**src/design/upr_pkg.sv**
```systemverilog
// ----------------------------------------------------------------------------
// upr_pkg: shared types and constants for the upload packet receiver
// Beat payload structs, response and command codes, phase encoding and the
// byte-wide CRC-16/CCITT-FALSE update.
// ----------------------------------------------------------------------------
package upr_pkg;

  // configuration port
  localparam int CFG_IDX_W = 2;
  localparam int CFG_DAT_W = 17;
  localparam logic [CFG_IDX_W-1:0] CFG_MAX_PAYLOAD_LEN = 2'd0;
  localparam logic [CFG_IDX_W-1:0] CFG_IMAGE_LIMIT     = 2'd1;

  localparam logic [10:0] MAX_LEN_RESET     = 11'd1024;
  localparam logic [16:0] IMAGE_LIMIT_RESET = 17'd56320;
  localparam logic [10:0] BUF_BYTES         = 11'd1024;

  localparam logic [31:0] SYNC_WORD  = 32'haa03_5539;
  localparam logic [7:0]  REPLY_ACK  = 8'h01;
  localparam logic [7:0]  REPLY_NACK = 8'ha5;

  localparam logic [7:0]  OP_FLASH     = 8'h01;
  localparam logic [7:0]  OP_SYS_RESET = 8'h02;
  localparam logic [7:0]  OP_LOAD      = 8'h03;

  localparam logic [15:0] CRC_POLY = 16'h1021;
  localparam logic [15:0] CRC_INIT = 16'hffff;
  localparam logic [15:0] CRC_MSB  = 16'h8000;

  // result kinds
  localparam logic [2:0] KIND_SEND      = 3'd0;
  localparam logic [2:0] KIND_PAYLOAD   = 3'd1;
  localparam logic [2:0] KIND_COMMIT    = 3'd2;
  localparam logic [2:0] KIND_RESET_REQ = 3'd3;
  localparam logic [2:0] KIND_START_FW  = 3'd4;

  // input event kinds
  localparam logic FUNC_RX_BYTE = 1'b0;
  localparam logic FUNC_OUTCOME = 1'b1;

  // result queue
  localparam int FIFO_DEPTH = 4;
  localparam int FIFO_PTR_W = $clog2(FIFO_DEPTH);
  localparam int FIFO_CNT_W = $clog2(FIFO_DEPTH + 1);

  typedef enum logic [1:0] {
    PH_HUNT    = 2'd0,
    PH_HEADER  = 2'd1,
    PH_PAYLOAD = 2'd2,
    PH_AWAIT   = 2'd3
  } phase_t;

  typedef struct packed {
    logic       func;
    logic [7:0] rx_byte;
    logic       flash_ok;
  } in_item_t;

  typedef struct packed {
    logic [2:0]  kind;
    logic [7:0]  tx_byte;
    logic [7:0]  payload_byte;
    logic [9:0]  payload_index;
    logic [15:0] commit_offset;
    logic [10:0] commit_length;
    logic        last;
  } out_item_t;

  // up to two results per accepted item
  typedef struct packed {
    logic [1:0] count;
    out_item_t  res0;
    out_item_t  res1;
  } res_bundle_t;

  typedef struct packed {
    logic [10:0] max_payload_len;
    logic [16:0] image_limit;
  } cfg_regs_t;

  function automatic out_item_t mk_res(input logic [2:0]  kind,
                                       input logic [7:0]  tx,
                                       input logic [7:0]  pb,
                                       input logic [9:0]  pi,
                                       input logic [15:0] co,
                                       input logic [10:0] cl);
    out_item_t r;
    r.kind          = kind;
    r.tx_byte       = tx;
    r.payload_byte  = pb;
    r.payload_index = pi;
    r.commit_offset = co;
    r.commit_length = cl;
    r.last          = 1'b0;
    return r;
  endfunction

  // MSB-first CRC-16, one byte, eight unrolled shifts
  function automatic logic [15:0] crc_byte(input logic [15:0] crc_in,
                                           input logic [7:0]  b);
    logic [15:0] c;
    c = crc_in ^ {b, 8'h00};
    for (int i = 0; i < 8; i++) begin
      if ((c & CRC_MSB) != 16'h0000) c = {c[14:0], 1'b0} ^ CRC_POLY;
      else                           c = {c[14:0], 1'b0};
    end
    return c;
  endfunction

endpackage

```
**src/design/upr_core.sv**
```systemverilog
// ----------------------------------------------------------------------------
// upr_core: packet parser
// Sync hunt, header capture, bounds check, payload streaming with CRC and
// commit handshake; turns one item into up to two results in the cycle it is taken.
// ----------------------------------------------------------------------------
module upr_core import upr_pkg::*; (
  input  logic                 clk,
  input  logic                 rst_n,
  input  logic                 take,
  input  in_item_t             item,
  input  logic                 cfg_wr,
  input  logic [CFG_IDX_W-1:0] cfg_idx,
  input  logic [CFG_DAT_W-1:0] cfg_dat,
  output res_bundle_t          res
);

  localparam logic [10:0] HDR_CMD     = 11'd0;
  localparam logic [10:0] HDR_RSVD    = 11'd1;
  localparam logic [10:0] HDR_LEN_LO  = 11'd2;
  localparam logic [10:0] HDR_LEN_HI  = 11'd3;
  localparam logic [10:0] HDR_OFF_LO  = 11'd4;
  localparam logic [10:0] HDR_OFF_HI  = 11'd5;
  localparam logic [10:0] HDR_CRC_LO  = 11'd6;
  localparam logic [10:0] HDR_BYTES   = 11'd8;

  cfg_regs_t   cfg_r;
  phase_t      phase_r, phase_nxt;
  logic [31:0] shift_r, shift_nxt;
  logic [10:0] count_r, count_nxt;
  logic [7:0]  cmd_r, cmd_nxt;
  logic [15:0] len_r, len_nxt;
  logic [15:0] off_r, off_nxt;
  logic [15:0] exp_r, exp_nxt;
  logic [15:0] crc_r, crc_nxt;

  logic [7:0]  b;
  logic        is_byte, is_evt;
  logic [10:0] count_inc;
  logic [31:0] shift_in;
  logic        sync_hit;
  logic        hdr_end;
  logic [10:0] lim;
  logic [16:0] span;
  logic        bounds_ok;
  logic        zero_len;
  logic        zero_match;
  logic [15:0] crc_pay;
  logic        pay_end;
  logic        pay_match;

  always_ff @(posedge clk) begin
    if (!rst_n) begin
      cfg_r.max_payload_len <= MAX_LEN_RESET;
      cfg_r.image_limit     <= IMAGE_LIMIT_RESET;
    end else if (cfg_wr) begin
      unique case (cfg_idx)
        CFG_MAX_PAYLOAD_LEN: cfg_r.max_payload_len <= cfg_dat[10:0];
        CFG_IMAGE_LIMIT:     cfg_r.image_limit     <= cfg_dat;
        default: ;
      endcase
    end
  end

  always_ff @(posedge clk) begin
    if (!rst_n) begin
      phase_r <= PH_HUNT;
      shift_r <= 32'h0;
      count_r <= 11'h0;
      cmd_r   <= 8'h0;
      len_r   <= 16'h0;
      off_r   <= 16'h0;
      exp_r   <= 16'h0;
      crc_r   <= CRC_INIT;
    end else begin
      phase_r <= phase_nxt;
      shift_r <= shift_nxt;
      count_r <= count_nxt;
      cmd_r   <= cmd_nxt;
      len_r   <= len_nxt;
      off_r   <= off_nxt;
      exp_r   <= exp_nxt;
      crc_r   <= crc_nxt;
    end
  end

  // shared decode
  always_comb begin
    b         = item.rx_byte;
    is_byte   = take && (item.func == FUNC_RX_BYTE);
    is_evt    = take && (item.func == FUNC_OUTCOME);
    count_inc = count_r + 11'd1;
    shift_in  = {shift_r[23:0], b};
    sync_hit  = (shift_in == SYNC_WORD);
    hdr_end   = (count_inc >= HDR_BYTES);

    // header fields including the byte now arriving
    cmd_nxt = cmd_r;
    len_nxt = len_r;
    off_nxt = off_r;
    exp_nxt = exp_r;
    if (is_byte && phase_r == PH_HEADER) begin
      unique case (count_r)
        HDR_CMD:    cmd_nxt = b;
        HDR_RSVD:   ;
        HDR_LEN_LO: len_nxt = {8'h00, b};
        HDR_LEN_HI: len_nxt = {b, len_r[7:0]};
        HDR_OFF_LO: off_nxt = {8'h00, b};
        HDR_OFF_HI: off_nxt = {b, off_r[7:0]};
        HDR_CRC_LO: exp_nxt = {8'h00, b};
        default:    exp_nxt = {b, exp_r[7:0]};
      endcase
    end

    lim        = (cfg_r.max_payload_len > BUF_BYTES) ? BUF_BYTES : cfg_r.max_payload_len;
    span       = {1'b0, off_nxt} + {1'b0, len_nxt};
    bounds_ok  = (len_nxt <= {5'h00, lim}) && (span <= cfg_r.image_limit);
    zero_len   = (len_nxt == 16'h0);
    zero_match = (exp_nxt == CRC_INIT);

    crc_pay    = crc_byte(crc_r, b);
    pay_end    = ({5'h00, count_inc} >= len_r);
    pay_match  = (crc_pay == exp_r);
  end

  // next state
  always_comb begin
    phase_nxt = phase_r;
    shift_nxt = shift_r;
    count_nxt = count_r;
    crc_nxt   = crc_r;
    unique case (phase_r)
      PH_HUNT: begin
        if (is_byte) begin
          shift_nxt = shift_in;
          if (sync_hit) begin
            shift_nxt = 32'h0;
            count_nxt = 11'h0;
            phase_nxt = PH_HEADER;
          end
        end
      end
      PH_HEADER: begin
        if (is_byte) begin
          count_nxt = count_inc;
          if (hdr_end) begin
            phase_nxt = PH_HUNT;
            if (cmd_nxt == OP_FLASH && bounds_ok) begin
              crc_nxt   = CRC_INIT;
              count_nxt = 11'h0;
              phase_nxt = PH_PAYLOAD;
              if (zero_len) phase_nxt = zero_match ? PH_AWAIT : PH_HUNT;
            end
          end
        end
      end
      PH_PAYLOAD: begin
        if (is_byte) begin
          crc_nxt   = crc_pay;
          count_nxt = count_inc;
          if (pay_end) phase_nxt = pay_match ? PH_AWAIT : PH_HUNT;
        end
      end
      PH_AWAIT: begin
        if (is_evt) phase_nxt = PH_HUNT;
      end
      default: phase_nxt = PH_HUNT;
    endcase
  end

  // results
  always_comb begin
    res.count = 2'd0;
    res.res0  = mk_res(KIND_SEND, REPLY_ACK, 8'h00, 10'h000, 16'h0000, 11'h000);
    res.res1  = res.res0;
    unique case (phase_r)
      PH_HUNT: begin
        if (is_byte && sync_hit) res.count = 2'd1;
      end
      PH_HEADER: begin
        if (is_byte && hdr_end) begin
          res.count = 2'd1;
          unique case (cmd_nxt)
            OP_FLASH: begin
              if (!bounds_ok) begin
                res.res0 = mk_res(KIND_SEND, REPLY_NACK, 8'h00, 10'h000, 16'h0000, 11'h000);
              end else if (zero_len) begin
                res.count = 2'd2;
                if (zero_match)
                  res.res1 = mk_res(KIND_COMMIT, 8'h00, 8'h00, 10'h000, off_nxt,
                                    len_nxt[10:0]);
                else
                  res.res1 = mk_res(KIND_SEND, REPLY_NACK, 8'h00, 10'h000, 16'h0000,
                                    11'h000);
              end
            end
            OP_SYS_RESET: begin
              res.count = 2'd2;
              res.res1  = mk_res(KIND_RESET_REQ, 8'h00, 8'h00, 10'h000, 16'h0000, 11'h000);
            end
            OP_LOAD: begin
              res.count = 2'd2;
              res.res1  = mk_res(KIND_START_FW, 8'h00, 8'h00, 10'h000, 16'h0000, 11'h000);
            end
            default: begin
              res.res0 = mk_res(KIND_SEND, REPLY_NACK, 8'h00, 10'h000, 16'h0000, 11'h000);
            end
          endcase
        end
      end
      PH_PAYLOAD: begin
        if (is_byte) begin
          res.count = 2'd1;
          res.res0  = mk_res(KIND_PAYLOAD, 8'h00, b, count_r[9:0], 16'h0000, 11'h000);
          if (pay_end) begin
            res.count = 2'd2;
            if (pay_match)
              res.res1 = mk_res(KIND_COMMIT, 8'h00, 8'h00, 10'h000, off_r, len_r[10:0]);
            else
              res.res1 = mk_res(KIND_SEND, REPLY_NACK, 8'h00, 10'h000, 16'h0000, 11'h000);
          end
        end
      end
      PH_AWAIT: begin
        if (is_evt) begin
          res.count = 2'd1;
          res.res0  = mk_res(KIND_SEND, item.flash_ok ? REPLY_ACK : REPLY_NACK, 8'h00,
                             10'h000, 16'h0000, 11'h000);
        end
      end
      default: ;
    endcase
    if (res.count == 2'd1) res.res0.last = 1'b1;
    if (res.count == 2'd2) res.res1.last = 1'b1;
  end

endmodule

```
**src/design/upr_out_fifo.sv**
```systemverilog
// ----------------------------------------------------------------------------
// upr_out_fifo: result queue
// Takes up to two results a cycle, hands out one beat a cycle while out_stall is low.
// ----------------------------------------------------------------------------
module upr_out_fifo import upr_pkg::*; (
  input  logic        clk,
  input  logic        rst_n,
  input  res_bundle_t push,
  output logic        room,
  output logic        out_valid,
  input  logic        out_stall,
  output out_item_t   out_data
);

  out_item_t             mem_r [FIFO_DEPTH];
  logic [FIFO_PTR_W-1:0] wr_r, wr_nxt;
  logic [FIFO_PTR_W-1:0] rd_r, rd_nxt;
  logic [FIFO_CNT_W-1:0] cnt_r, cnt_nxt;
  logic [FIFO_PTR_W-1:0] wr_p1;
  logic                  pop;

  always_comb begin
    pop       = (cnt_r != '0) && !out_stall;
    wr_p1     = wr_r + FIFO_PTR_W'(1);
    wr_nxt    = wr_r + FIFO_PTR_W'(push.count);
    rd_nxt    = pop ? rd_r + FIFO_PTR_W'(1) : rd_r;
    cnt_nxt   = cnt_r + FIFO_CNT_W'(push.count) - FIFO_CNT_W'(pop);
    room      = (cnt_r <= FIFO_CNT_W'(FIFO_DEPTH - 2));
    out_valid = (cnt_r != '0);
    out_data  = mem_r[rd_r];
  end

  always_ff @(posedge clk) begin
    if (!rst_n) begin
      wr_r  <= '0;
      rd_r  <= '0;
      cnt_r <= '0;
    end else begin
      wr_r  <= wr_nxt;
      rd_r  <= rd_nxt;
      cnt_r <= cnt_nxt;
    end
  end

  always_ff @(posedge clk) begin
    if (push.count != 2'd0) mem_r[wr_r]  <= push.res0;
    if (push.count == 2'd2) mem_r[wr_p1] <= push.res1;
  end

endmodule

```
**src/design/upload_packet_receiver.sv**
```systemverilog
// ----------------------------------------------------------------------------
// upload_packet_receiver: serial upload packet receiver
// Finds the sync word, parses the 8-byte header, streams payload bytes with
// a running CRC-16/CCITT-FALSE and drives ACK/NACK, commit and boot requests.
// ----------------------------------------------------------------------------
//
//  channel  handshake            payload             direction
//  in_      in_valid / in_stall  in_item_t  in_data   event beat in
//  out_     out_valid/out_stall  out_item_t out_data  result beat out
//  cfg_     cfg_valid/cfg_ready  cfg_index, cfg_data  register write in
//
//  One item a cycle while in_stall is low: an accepted beat waits in the input
//  register until taken, the parser turns it into 0..2 results in a single
//  pass, and those land in a four-entry result queue, which drains one beat a
//  cycle while out_stall is low; two results from one item take two beats.
//  in_stall rises only when the queue has fewer than two free slots.
//  Synchronous active-low reset; no clearing pass, usable the cycle after.
//  cfg_ready is always high.
// ----------------------------------------------------------------------------
module upload_packet_receiver import upr_pkg::*; (
  input  logic                 clk,
  input  logic                 rst_n,
  // input events
  input  logic                 in_valid,
  output logic                 in_stall,
  input  in_item_t             in_data,
  // results
  output logic                 out_valid,
  input  logic                 out_stall,
  output out_item_t            out_data,
  // configuration writes
  input  logic                 cfg_valid,
  output logic                 cfg_ready,
  input  logic [CFG_IDX_W-1:0] cfg_index,
  input  logic [CFG_DAT_W-1:0] cfg_data
);

  in_item_t    item_r;
  logic        full_r, full_nxt;
  logic        room;
  logic        take;
  logic        accept;
  res_bundle_t res;

  // parser consumes the held beat whenever two result slots are free
  assign take      = full_r && room;
  assign in_stall  = full_r && !room;
  assign accept    = in_valid && !in_stall;
  assign full_nxt  = accept || (full_r && !take);
  assign cfg_ready = 1'b1;

  always_ff @(posedge clk) begin
    if (!rst_n) full_r <= 1'b0;
    else        full_r <= full_nxt;
  end

  // payload register, no reset needed
  always_ff @(posedge clk) begin
    if (accept) item_r <= in_data;
  end

  upr_core u_core (
    .clk     (clk),
    .rst_n   (rst_n),
    .take    (take),
    .item    (item_r),
    .cfg_wr  (cfg_valid && cfg_ready),
    .cfg_idx (cfg_index),
    .cfg_dat (cfg_data),
    .res     (res)
  );

  upr_out_fifo u_fifo (
    .clk       (clk),
    .rst_n     (rst_n),
    .push      (res),
    .room      (room),
    .out_valid (out_valid),
    .out_stall (out_stall),
    .out_data  (out_data)
  );

endmodule

```
**config.mk**
```make
export PLATFORM = sky130hd
export DESIGN_NAME = upload_packet_receiver
export DESIGN_NICKNAME = d
export VERILOG_FILES = /design/src/design/upr_pkg.sv /design/src/design/upr_core.sv /design/src/design/upr_out_fifo.sv /design/src/design/upload_packet_receiver.sv
export SDC_FILE = /design/constraint.sdc
export NUM_CORES = 1
export LEC_CHECK = 0
export ABC_AREA = 1
export BUFFER_PORTS_ARGS = -buffer_cell sky130_fd_sc_hd__buf_4
export CORE_MARGIN = 1.5
export CORE_UTILIZATION = 37
export CTS_BUF_LIST = sky130_fd_sc_hd__clkbuf_8
export CTS_CLUSTER_SIZE = 14
export DETAILED_ROUTE_END_ITERATION = 12
export GPL_ROUTABILITY_DRIVEN = 0
export PLACE_DENSITY = 0.56
export SETUP_SLACK_MARGIN = 0.4
export SYNTH_ARGS = -nofsm -noshare
export SYNTH_HDL_FRONTEND = slang
export SYNTH_SLANG_ARGS = --single-unit
```
**constraint.sdc**
```tcl
create_clock -name clk -period 7.83 [get_ports clk]
set_input_delay 0.3915 -clock clk [delete_from_list [all_inputs] [get_ports clk]]
set_output_delay 0.3915 -clock clk [all_outputs]
set_load 0.02 [all_outputs]
```
Word level (Yosys, flattened, before mapping) --
Memory sizes are Yosys's and may differ from the RTL's. A register that Yosys moved wholly into a read port is not among the register bits. Cells that the tools add are included.
Storage, ports and cells: register bits after elaboration 155, bits in writable memories 228, input port bits 34, output and inout bits 60, word-level logic and storage cells 170, memories kept 1
Memory list:
- u_fifo.mem_r | depth 4, width 57, read ports 1, clocked after memory_dff 1, wr ports 2, line upr_out_fifo.sv:15 | out_item_t mem_r [FIFO_DEPTH];
Cells by class: add/subtract/negate cells 7, magnitude comparators 6, equality and inequality tests 26, multiplexer cells 70, bitwise logic cells 10, reduce and logical (&&, ||, !) cells 33
Operators by type and width (number):
- 57-bit case mux with 3 select lines | 2
- 116-bit 2-to-1 mux | 2
- 56-bit 2-to-1 mux | 4
- 16-bit case mux with 2 select lines | 4
- 57-bit case mux with 2 select lines | 1
- 16-bit 2-to-1 mux | 7
- 54-bit case mux with 2 select lines | 1
- 13-bit 2-to-1 mux | 8
- 11-bit 2-to-1 mux | 7
- 58-bit 2-to-1 mux | 1
- 57-bit 2-to-1 mux | 1
- 54-bit 2-to-1 mux | 1
- 11-bit by 3-bit == test with 1-bit output (second input constant) | 3
- 11-bit case mux with 3 select lines | 1
- 32-bit == test (second input constant) | 1
- 2-bit 2-to-1 mux | 16
- 24-bit 2-to-1 mux | 1
- 8-bit 2-to-1 mux | 3
- 3-bit NOT | 8
- 11-bit by 2-bit == test with 1-bit output (second input constant) | 2
- 16-bit by 16-bit adder with 17-bit output | 1
- 17-bit <= comparator | 1
- 16-bit == test | 1
- 16-bit == test (second input constant) | 1
- 35 further kinds | 74

Depth between registers and ports, before layout --
depth after elaboration 25, gate-level depth with buffers 40, gate-level depth less buffers 39

Hierarchy --
Synthesis repeated with hierarchy kept, for this count alone.
Unflattened totals: cells, all modules 2604, area, all modules 21439.3 um2
Modules (own cells, without submodules):
- upr_out_fifo | times used 1, cells an instance 1185, area an instance 11434.7 um2, seq. area each 7026.7 um2
- upr_core | times used 1, cells an instance 1397, area an instance 9633.0 um2, seq. area each 2742.6 um2
- upload_packet_receiver | times used 1, cells an instance 22, area an instance 371.6 um2, seq. area each 320.3 um2

Worst setup path after synthesis --
OpenSTA, ideal clock, no wires.
path type reg2reg, start register u_core.count_r[0], end memory u_fifo.mem_r[1][0] (netlist bit) (enable), library setup time 0.391 ns, arrival time 5.518 ns, data required time 7.439 ns, slack 1.921 ns, cell stages (with the launch flop) 37, path buffers 2, clock period less this slack 5.909 ns, cell sequence dfxtp_1 -> inv_1 -> ha_1 -> inv_1 -> nor2_4 -> nand2_4 -> nor3_4 -> o22ai_1 -> ha_1 -> fa_1 -> a21oi_1 -> a21oi_1 -> nand3_1 -> nand3_1 -> nand2_1 -> nand2_1 -> a21oi_1 -> o21ai_0 -> xor2_1 -> ha_1 -> a21oi_1 -> o21ai_0 -> a21oi_1 -> nand3_1 -> nand2_1 -> inv_1 -> nor2_2 -> nand3_2 -> nand2_1 -> nand2_2 -> nand2_4 -> nand3_4 -> nor2_4 -> inv_2 -> buf_6 -> buf_6 -> nand2_1
RTL lines:
- from (decl) | line upr_core.sv:29 | logic [10:0] count_r, count_nxt;
- from (signal assigned) | line upr_core.sv:77 | count_r <= count_nxt;
- to (decl) | line upr_out_fifo.sv:15

==> results_dict.tcl <==
set metrics [dict create \
    outcome "completed" \
    finish.net_count 2581 \
    ioPinCount 94 \
    instances_no_fill 3203 \
    num_rows 82 \
    cp_slowest_cell "buf_4" \
    firstDrtPassIters 5 \
    cts.sinks 361 \
    required_ns 8.10 \
    hpwl_mm 36.0 \
    setup_tns_ns 0 \
    setup.worst_path.end_class "register" \
    cts_tree "yes" \
    slew_headroom 0.267 \
    p_switching_mw 1.38 \
    reg2reg_depth 35 \
    core_area_um2 50100 \
    start_kind "register" \
    drive_gt1_frac 0.0972 \
    power_mw 4.51 \
    grt_setup_unrepaired "false" \
    cp.arrival_ns 7.08 \
    worstPathMaxFanout 33 \
    hold_depth 3 \
    drc 0 \
    area_growth_pct 13.2 \
    dp_cells 3060 \
    wl_per_cell_um 16.8 \
    synth_edf_count 142 \
    cts_setup_buffers 0 \
    p_leak_nw 8.44 \
    grt_overflow_total 0 \
    cts_buffers 66 \
    synth_ff_type "dfxtp_1" \
    peakVddDrop_mv 0.119 \
    r2r_start "u_fifo.cnt_r[1]$_SDFF_PN0_" \
    die_y_um 228 \
    synth.ff_latch_count 361 \
    clkLatencyLatePin_ns 0.64 \
    internal_power_mw 3.13 \
    slowest_delay_ns 0.44 \
    reg2reg_slack_ns 1.01 \
    crit_top_cell "nand2_1" \
    crit_type "register to register" \
    grt_antenna_before_repair 3 \
    ant_nets 0 \
    grt_max_degree 126 \
    p_sw_frac 0.306 \
    hold-path-endpoint "u_core.cfg_r[16]$_SDFFE_PN0P_" \
    async_flop_share 0 \
    grtUsageTotal 0.204 \
    setup-violations-final 0 \
    cts_max_level 3 \
    num_vias 16300 \
    dieArea_um2 52000 \
    power_density_nw_per_um2 213 \
    clk_pin_slew_ns 0.06 \
    pre_cts_slack_ns 0.859 \
    clock_skew_ns 0.0278 \
    r2r-end "u_fifo.mem_r[3][10]$_DFFE_PP_" \
    max_slew.worst_pin.slew_ns 1.10 \
    drv_cap 0 \
    fmax_mhz 147 \
    io_buffer_count 88 \
    fin_ws_ns 1.01 \
    hp-class "input port to register" \
    start_util 0.374 \
    p_comb_frac 0.171 \
    wl_mm 54.0 \
    clock_power_share 0.378 \
    pwr-share-seq 0.451 \
    synth_area_um2 18700 \
    grt_first_pass_wirelength_mm 85.1 \
    clockBufferDepth 3 \
    synth.yosys.warnings 0 \
    yosysUniqueCellTypes 54 \
    synthCells 2410 \
    fin_util 0.424 \
    post-route-min-period_ns 6.82 \
    via_per_inst 5.09 \
    yosysSeqAreaShare 0.461 \
    hold_violations 0 \
    drtIter0Drc 1508 \
    fp.dieW_um 228 \
    maxSlewViolCount 0 \
    finalCritPeriodShare 0.870 \
    grt_pass1_vias 15800 \
    min_from "cfg_data[16]" \
    avgSynthCellArea_um2 7.78 \
    cts_root_buf "clkbuf_8" \
    fill_cells 5144 \
]
-- per-stage QoR --
stage	hold WS, ns	cell area (um2)
2_1_floorplan	0.435	18800
3_3_place_gp	0.451	19700
3_5_place_dp	0.459	19700
4_1_cts	0.00682	21200
5_1_grt	0.0544	21200
6_report	0.0523	21200
-- Yosys cell counts (12+ instances only) --
cell type  count  share of area
nand2_1      384          0.077
a21oi_1      173          0.046
xor2_1        39          0.018
nor2_1       456          0.091
buf_6         16         0.0096
nor3_1        12         0.0032
inv_1        249          0.050
buf_4         13         0.0052
dfxtp_1      219           0.23
clkbuf_1      75          0.015
ha_1          65          0.043
xnor2_1       14         0.0065
buf_2         19         0.0051
nand3_1      117          0.031
o21ai_0      172          0.046
nand4_1       24         0.0080
o22ai_1       95          0.032
edfxtp_1     142           0.23
-- worst max-delay path, delay by kind of cell, from the launching register on --
kind	cells	cell delay (ns)
compound gates	5	0.77
xor+xnor	1	0.20
fa+ha+maj	3	0.98
buf+inv	3	0.74
flops	1	0.33
simple gates	23	3.36
-- registers in the layout, indices dropped and copies added, names as in the netlist, 11 cells and up, named ones only --
register,flops
u_core.shift_r,24
u_core.off_r,16
u_fifo.mem_r,204
u_core.count_r,11
u_core.len_r,16
u_core.cfg_r,28
u_core.exp_r,16
u_core.crc_r,16
-- kinds of logic (layout without fill, tap and decap cells) --
logic type / count (synthesis) / after routing / share of synthesized area
AO/OA/AOI/OAI: 491 / 491 / 0.144
buffers and inverters: 390 / 507 / 0.0884
AND/OR/NAND/NOR: 1045 / 1045 / 0.234
XOR/XNOR: 54 / 54 / 0.0256
other: 2 / 6 / 0.000401
adder cells (fa/ha/maj): 67 / 67 / 0.0455
flip-flops: 361 / 361 / 0.461
-- how the worst max path moves through the flow --
stage,startpoint,endpoint,slack (ns),cells past startpoint
final,u_fifo.cnt_r[1]$_SDFF_PN0_,u_fifo.mem_r[3][10]$_DFFE_PP_,1.01,35
after global placement,u_core.phase_r[1]$_SDFFE_PN0P_,u_fifo.mem_r[2][8]$_DFFE_PP_,0.89,35
after floorplan,u_core.count_r[0]$_SDFFE_PN0P_,u_fifo.mem_r[1][0]$_DFFE_PP_,1.92,36
after detailed placement,u_core.phase_r[1]$_SDFFE_PN0P_,u_fifo.mem_r[2][15]$_DFFE_PP_,0.86,35
after global routing,u_fifo.cnt_r[1]$_SDFF_PN0_,u_fifo.mem_r[3][6]$_DFFE_PP_,0.43,37
after CTS,u_core.phase_r[1]$_SDFFE_PN0P_,u_fifo.mem_r[2][55]$_DFFE_PP_,0.83,35
-- final cells by class --
cell class	instances	area, um2	share of cell area
flip-flops and latches	361	8650	0.408
multi-input cells	1662	8470	0.399
clock buffers	76	1050	0.0493
repair buffers	127	1030	0.0485
inverters	262	988	0.0466
well taps	672	841	0.0396
clock inverters	42	195	0.00920
diodes	1	2.50	0.000118
-- what timing repair did --
action	4_1_cts	5_1_grt
hold buffers	24	0
resized for setup	0	10
setup endpoints to repair	0	198
endpoints found under the hold margin	25	0
-- power by group through the flow --
stage,Sequential [mW],Clock (mW),Combinational (mW)
finish,2.04,1.71,0.772
global route,2.04,1.83,0.849
detailed placement,2.08,0,0.762
global placement,2.07,0,0.759
floorplan,2.05,0,0.505
CTS,2.04,1.76,0.775
-- routing by layer --
metal | vias up | global-route usage | wire [um] | share of wire
li1 | 8112 | - | - | -
met1 | 7613 | 0.271 | 24500 | 0.45
met2 | 483 | 0.323 | 24400 | 0.45
met3 | 100 | 0.0419 | 3520 | 0.065
met4 | 0 | 0.0865 | 1510 | 0.028
met5 | - | 0 | 0 | 0
-- cells in the final DEF, fill, tap and decap left out, drive strengths merged, types with 97 or more instances in the layout --
| master | n |
|---|---|
| edfxtp | 142 |
| dfxtp | 219 |
| o22ai | 97 |
| nor2 | 466 |
| inv | 283 |
| o21ai | 181 |
| nand3 | 119 |
| a21oi | 175 |
| nand2 | 396 |
| buf | 103 |
Power figures use the tool's default switching activity.
